File: src/ttdd_pkg.sv
// ----------------------------------------------------------------------------
// ttdd_pkg
// Shared constants, types and the arctangent table for the tilt mixer.
// ----------------------------------------------------------------------------
package ttdd_pkg;

  localparam int CORDIC_STEPS = 15;
  localparam int CW           = 35;   // CORDIC x/y datapath width
  localparam int AW           = 17;   // CORDIC angle accumulator width
  localparam int CORD_LAT     = CORDIC_STEPS + 2;
  localparam int PIPE_LEN     = CORD_LAT + 4;

  localparam logic signed [15:0] HALF_PI_Q14 = 16'sd25736;
  localparam logic signed [17:0] ONE_Q14     = 18'sd16384;

  localparam logic [15:0] SPEED_GAIN_RST = 16'd4096;
  localparam logic [14:0] DEAD_ZONE_RST  = 15'd3277;
  localparam logic [14:0] TILT_LIMIT_RST = 15'd16384;

  typedef enum logic [1:0] {
    REG_SPEED_GAIN = 2'd0,
    REG_DEAD_ZONE  = 2'd1,
    REG_TILT_LIMIT = 2'd2,
    REG_UNUSED     = 2'd3
  } reg_idx_t;

  function automatic logic signed [AW-1:0] atan_q14(input int i);
    logic signed [AW-1:0] r;
    case (i)
      0:       r = 17'sd12868;
      1:       r = 17'sd7596;
      2:       r = 17'sd4014;
      3:       r = 17'sd2037;
      4:       r = 17'sd1023;
      5:       r = 17'sd512;
      6:       r = 17'sd256;
      7:       r = 17'sd128;
      8:       r = 17'sd64;
      9:       r = 17'sd32;
      10:      r = 17'sd16;
      11:      r = 17'sd8;
      12:      r = 17'sd4;
      13:      r = 17'sd2;
      14:      r = 17'sd1;
      default: r = 17'sd0;
    endcase
    return r;
  endfunction

endpackage

File: src/ttdd_cordic.sv
// ----------------------------------------------------------------------------
// ttdd_cordic
// Pipelined vectoring CORDIC arctangent of num/den in Q2.14, one step a stage.
// ----------------------------------------------------------------------------
module ttdd_cordic (
  input  logic               clk,
  input  logic               en,
  input  logic signed [16:0] num,
  input  logic signed [15:0] den,
  output logic signed [15:0] tilt
);
  import ttdd_pkg::*;

  logic signed [CW-1:0] cx   [0:CORDIC_STEPS];
  logic signed [CW-1:0] cy   [0:CORDIC_STEPS];
  logic signed [AW-1:0] ang  [0:CORDIC_STEPS];
  logic                 spec [0:CORDIC_STEPS];
  logic signed [15:0]   specv[0:CORDIC_STEPS];
  logic                 neg  [0:CORDIC_STEPS];

  logic [16:0] nabs;
  logic [16:0] dabs;
  logic signed [16:0] den_x;

  assign den_x = {den[15], den};
  assign nabs  = num[16] ? 17'(-num) : 17'(num);
  assign dabs  = den_x[16] ? 17'(-den_x) : 17'(den_x);

  always_ff @(posedge clk) begin
    if (en) begin
      cx[0]   <= $signed({{(CW-33){1'b0}}, dabs, 16'd0});
      cy[0]   <= $signed({{(CW-33){1'b0}}, nabs, 16'd0});
      ang[0]  <= '0;
      neg[0]  <= num[16] ^ den[15];
      spec[0] <= (num == 17'sd0) || (den == 16'sd0);
      if (num == 17'sd0) begin
        specv[0] <= 16'sd0;
      end else if (num[16]) begin
        specv[0] <= -HALF_PI_Q14;
      end else begin
        specv[0] <= HALF_PI_Q14;
      end
    end
  end

  for (genvar k = 1; k <= CORDIC_STEPS; k++) begin : g_step
    always_ff @(posedge clk) begin
      if (en) begin
        if (cy[k-1] > 0) begin
          cx[k]  <= cx[k-1] + (cy[k-1] >>> (k-1));
          cy[k]  <= cy[k-1] - (cx[k-1] >>> (k-1));
          ang[k] <= ang[k-1] + atan_q14(k-1);
        end else begin
          cx[k]  <= cx[k-1] - (cy[k-1] >>> (k-1));
          cy[k]  <= cy[k-1] + (cx[k-1] >>> (k-1));
          ang[k] <= ang[k-1] - atan_q14(k-1);
        end
        spec[k]  <= spec[k-1];
        specv[k] <= specv[k-1];
        neg[k]   <= neg[k-1];
      end
    end
  end

  logic signed [AW-1:0] afin;
  logic signed [15:0]   mag;

  assign afin = ang[CORDIC_STEPS];

  always_comb begin
    if (afin < 0) begin
      mag = 16'sd0;
    end else if (afin > AW'(HALF_PI_Q14)) begin
      mag = HALF_PI_Q14;
    end else begin
      mag = afin[15:0];
    end
  end

  always_ff @(posedge clk) begin
    if (en) begin
      if (spec[CORDIC_STEPS]) begin
        tilt <= specv[CORDIC_STEPS];
      end else if (neg[CORDIC_STEPS]) begin
        tilt <= -mag;
      end else begin
        tilt <= mag;
      end
    end
  end

endmodule

File: config.mk
export PLATFORM = sky130hd
export DESIGN_NAME = ttdd_cordic
export DESIGN_NICKNAME = d
export VERILOG_FILES = /design/src/ttdd_pkg.sv /design/src/ttdd_cordic.sv
export SDC_FILE = /design/constraint.sdc
export NUM_CORES = 2
export LEC_CHECK = 0
export BUFFER_PORTS_ARGS = -buffer_cell sky130_fd_sc_hd__buf_2
export CAP_MARGIN = 10
export CORE_MARGIN = 8
export CORE_UTILIZATION = 35
export DETAILED_ROUTE_END_ITERATION = 10
export GPL_ROUTABILITY_DRIVEN = 0
export PLACE_DENSITY = 0.58
export SLEW_MARGIN = 20
export SYNTH_ARGS = -nofsm -noshare
export SYNTH_HDL_FRONTEND = slang
export SYNTH_SLANG_ARGS = --single-unit
File: constraint.sdc
create_clock -name clk -period 17.9 [get_ports clk]
set_input_delay 2.685 -clock clk [delete_from_list [all_inputs] [get_ports clk]]
set_output_delay 2.685 -clock clk [all_outputs]
set_load 0.03 [all_outputs]
# After elaboration in Yosys (flattened, before gate mapping)
# Memory sizes are Yosys's and may differ from the RTL's.
# Cells that the tools add are included.
[totals]
n_memories = 6
reg_bits = 16
inputBits = 35
ramBits = 1680
out_inout_bits = 16
elab_cells = 323
[mem_list]
columns = ["memory", "words", "width", "read_ports", "rd_ports_with_merged_regs", "write_ports", "line_no", "rtl"]
rows = [
  ["cx", 16, 35, 15, 0, 16, "ttdd_cordic.sv:14", "logic signed [CW-1:0] cx [0:CORDIC_STEPS];"],
  ["cy", 16, 35, 15, 0, 16, "ttdd_cordic.sv:15", "logic signed [CW-1:0] cy [0:CORDIC_STEPS];"],
  ["ang", 16, 17, 16, 0, 16, "ttdd_cordic.sv:16", "logic signed [AW-1:0] ang [0:CORDIC_STEPS];"],
  ["specv", 16, 16, 16, 0, 16, "ttdd_cordic.sv:18", "logic signed [15:0] specv[0:CORDIC_STEPS];"],
  ["neg", 16, 1, 16, 0, 16, "ttdd_cordic.sv:19", "logic neg [0:CORDIC_STEPS];"],
  ["spec", 16, 1, 16, 0, 16, "ttdd_cordic.sv:17", "logic spec [0:CORDIC_STEPS];"],
]
[classes]
magnitude_cmp = 17
n_reduce_logical = 3
addsub = 92
bitwise_logic = 48
muxes = 156
[ops]
columns = ["cell", "n"]
rows = [
  ["35-bit two-way mux", 30],
  ["35-bit by 1-bit > comparator with 1-bit output (second input constant)", 15],
  ["17-bit two-way mux", 17],
  ["1-bit two-way mux", 103],
  ["16-bit two-way mux", 6],
  ["35-bit by 21-bit adder with 35-bit output", 2],
  ["35-bit by 22-bit adder with 35-bit output", 2],
  ["35-bit by 23-bit adder with 35-bit output", 2],
  ["35-bit by 24-bit adder with 35-bit output", 2],
  ["35-bit by 25-bit adder with 35-bit output", 2],
  ["35-bit by 26-bit adder with 35-bit output", 2],
  ["35-bit by 27-bit adder with 35-bit output", 2],
  ["35-bit by 28-bit adder with 35-bit output", 2],
  ["35-bit by 29-bit adder with 35-bit output", 2],
  ["35-bit by 30-bit adder with 35-bit output", 2],
  ["35-bit by 31-bit adder with 35-bit output", 2],
  ["35-bit by 32-bit adder with 35-bit output", 2],
  ["35-bit by 33-bit adder with 35-bit output", 2],
  ["35-bit by 34-bit adder with 35-bit output", 2],
  ["35-bit by 21-bit subtractor with 35-bit output", 2],
  ["35-bit by 22-bit subtractor with 35-bit output", 2],
  ["35-bit by 23-bit subtractor with 35-bit output", 2],
  ["35-bit by 24-bit subtractor with 35-bit output", 2],
  ["35-bit by 25-bit subtractor with 35-bit output", 2],
  ["49 further kinds", 107],
]

# Longest topological paths before layout
[logic_depth]
ltp_word = 6
ltp_mapped = 27
mapped_depth_nobuf = 26

# Worst setup path after synthesis
# Ideal clock, no wire load.
[synth_path]
kind = "input to register"
startpoint = "input en"
endpoint = "memory cx[12][34], in the netlist cx[1][174] (data pin)"
t_arrival_ns = 7.827
required_time_ns = 17.639
path_slack_ns = 9.811
cell_stages = 22
path_cell_list = "clkbuf_1 clkinv_1 nor4_1 nand3_1 nor2_1 a21oi_1 inv_1 clkbuf_1 mux2i_1 fa_1 a21oi_1 o22ai_1 o41a_1 a21oi_1 a21oi_1 a2111o_1 a31oi_1 o21ai_0 o311ai_0 a21oi_1 a41oi_1 xnor2_1"
[synth_rtl]
columns = ["item", "line_no", "rtl"]
rows = [
  ["from (decl)", "ttdd_cordic.sv:7", "input logic en,"],
  ["to (decl)", "ttdd_cordic.sv:14", ""],
]

==> flow_metrics.py <==
metrics = {
    "critical_path": {
        "path_cells": "buf_8 > buf_4 > buf_4 > buf_12 > a21oi_2 > inv_1 > buf_4 > mux2i_1 > fa_1 > a21oi_1 > o22ai_1 > o41a_1 > a21oi_1 > a21oi_1 > a2111o_1 > a31oi_1 > o21ai_0 > o311ai_0 > a21oi_1 > a41oi_1 > xnor2_1",
        "rr_worst_depth": 22,
        "slowest_delay_ns": 0.56,
        "critPathKind": "in2reg",
        "crit_required_ns": 18.43,
        "worstReg2RegStart": "cy[8][14]",
        "cp_slowest_cell": "buf_4",
        "r2r_end": "cx[1][68]",
        "crit_path_frequent_cell": "a21oi_1",
        "cp.buffers_inverters": 6,
        "path_max_fanout": 105,
        "crit_path_end_kind": "register",
        "startpoint_type": "input port",
        "path_delay_family": "compound AO/OA/AOI/OAI gates",
        "regToRegSetupSlack_ns": 9.68,
        "worstPathArrival_ns": 9.40,
    },
    "clock_network": {
        "htreeDepth": 4,
        "clk_pin_slew_ns": 0.06,
        "cts_root_buffer": "clkbuf_16",
        "cts_resized": 0,
        "cts_buffer_depth": 3,
        "cts_tree": "yes",
        "postCtsSetupBuffers": 0,
        "clk_latency_ns": 0.79,
        "cts_buffers": 135,
        "cts.sinks": 1156,
        "hold_buffers": 0,
    },
    "placement": {
        "numPortBuffers": 50,
        "dp_hpwl_mm": 195,
        "pre_cts_slack_ns": 8.23,
    },
    "timing": {
        "max_freq_ghz": 0.113,
        "setup_violations": 0,
        "worst_slew_pin_slew_ns": 1.13,
        "drv_slew": 0,
        "clock_skew_ns": 0.0351,
        "max-slew-margin-rel": 0.243,
        "rsz0062_at_grt": "no",
        "finalCritPeriodShare": 0.495,
        "period_needed_ns": 8.86,
        "hold_viol_final": 0,
        "final.setup.tns_ns": 0,
        "fin_ws_ns": 9.04,
    },
    "global_routing": {
        "first_global_vias": 68238,
        "antenna_found_initial": 5,
        "overflow": 0,
        "grt_use_total": 0.169,
        "grt_max_degree": 130,
        "grt_pass1_wl_mm": 382,
    },
    "yosys": {
        "synth_area_leader_cell": "edfxtp_1",
        "netlist_area_mm2": 0.0916,
        "synth_edf_count": 1156,
        "async_flop_share": 0,
        "synth_area_leaders": "edfxtp_1 (38%), ha_1 (13%), xnor2_1 (8.7%), xor2_1 (4.8%), a21oi_1 (4.3%)",
        "synth.avg_cell_area_um2": 9.80,
        "syn_inst": 9346,
        "ys.flop_type": "edfxtp_1",
        "ys_ff_latch": 1156,
        "synth_fp_nets": 10388,
        "seq_area_frac_synth": 0.379,
        "yosysTopAreaCellShare": 0.379,
        "yosysWarnings": 0,
        "synth.distinct_cells": 93,
    },
    "cells_and_area": {
        "mostFrequentLayoutCells": "edfxtp_1 (1156), ha_1 (969), xnor2_1 (909)",
        "diodes": 0,
        "fin_nets": 10461,
        "mostFrequentLayoutCell": "edfxtp_1",
        "final_layout_size_suffix_gt1_frac": 0.0449,
        "area_growth_pct": 9.95,
    },
    "hold_path": {
        "min_path_type": "reg2reg",
        "hold_depth": 0,
        "whs_endpoint": "neg[4]",
        "min-delay-start": "neg[3]",
    },
    "floorplan": {
        "pin_count": 51,
        "start_util": 0.350,
        "fp.coreArea_mm2": 0.261,
        "die_w_um": 528,
        "fp.dieH_um": 528,
        "die_area_mm2": 0.278,
        "fp-row-count": 188,
    },
    "flow_run": {
        "drv_cap": 0,
    },
    "drt": {
        "wirelength_mm": 245,
        "dr.pass1.iters": 6,
        "drc": 0,
        "routed_via_density": 5.40,
        "dr.first_iter.drc_count": 5198,
        "ant_nets": 0,
        "vias": 70485,
        "drt-wirelength-per-cell_um": 18.8,
    },
    "outcome": {
        "status": "finished, final reports clean",
    },
}
per-layer routing:
layer  wire [um]  vias up  track usage
met3       12200      461       0.0241
met2      111000     1897        0.279
met1      110000    33435        0.223
met4       10900        0       0.0678
met5           0        -            0
li1            -    34692            -
per-stage QoR:
step / cell area (um^2) / std cells / util / hold slack (ns)
4_1_cts: 101000 / 13043 / 0.385 / 0.402
6_report: 101000 / 13043 / 0.385 / 0.406
3_3_place_gp: 96100 / 12797 / 0.368 / 0.401
5_1_grt: 101000 / 13043 / 0.385 / 0.417
2_1_floorplan: 91600 / 9346 / - / 0.400
3_5_place_dp: 96100 / 12797 / 0.368 / 0.405
final cells by class:
| type | instances | area [um^2] |
|---|---|---|
| Clock buffer | 160 | 3490 |
| Clock inverter | 86 | 1150 |
| Fill cell | 25622 | 161000 |
| Inverter | 492 | 1850 |
| Multi-Input combinational cell | 7538 | 54500 |
| Sequential cell | 1156 | 34700 |
| Tap cell | 3515 | 4400 |
| Timing Repair Buffer | 96 | 631 |
worst max-delay path by stage:
stage,startpoint,to,slack [ns],depth (start not counted)
finish,en,cx[1][174],9.04,21
floorplan,en,cx[1][174],9.81,22
detailed placement,en,cx[1][174],8.23,21
CTS,en,cx[1][174],9.08,21
global placement,en,cx[1][174],8.19,21
global route,en,cx[1][174],8.48,21
synth_stat cells, drive strengths merged, types with 36 or more instances:
library cell and n:
edfxtp 1156, ha 969, xnor2 909, a21oi 788, nor2 675, o21ai 632, nand2 551, xor2 504
inv 486, a21o 345, nor3 216, o31ai 175, nand3 164, clkbuf 143, nand2b 135, o21bai 129
nor2b 109, or3 109, o21a 102, nor4 86, o41ai 80, or4 75, and3 67, a31oi 62
a211oi 58, a21boi 58, nand4 49, or2 49, fa 38, and2 37, mux2i 36
cells by family (layout without fill, tap and decap cells):
| kind of cell | Yosys count | after routing | share of synthesized area |
|---|---|---|---|
| AOI/OAI and AO/OA | 2669 | 2669 | 0.184 |
| and+or+nand+nor | 2389 | 2389 | 0.127 |
| xor gates and xnor gates | 1413 | 1413 | 0.135 |
| DFF | 1156 | 1156 | 0.379 |
| adders and majority gates | 1007 | 1007 | 0.141 |
| buffers and inverters | 652 | 834 | 0.0269 |
| muxes | 59 | 59 | 0.00676 |
| other | 1 | 1 | 0.0000409 |
flip-flops by register name (all words and copies together) (netlist names):
signal / flops
cy: 441
neg: 16
cx: 397
ang: 222
tilt: 16
specv: 48
spec: 16
Power is left out: the tool's default activity adds up to more than one toggle a clock period on the data nets, which glitch-free logic cannot reach.
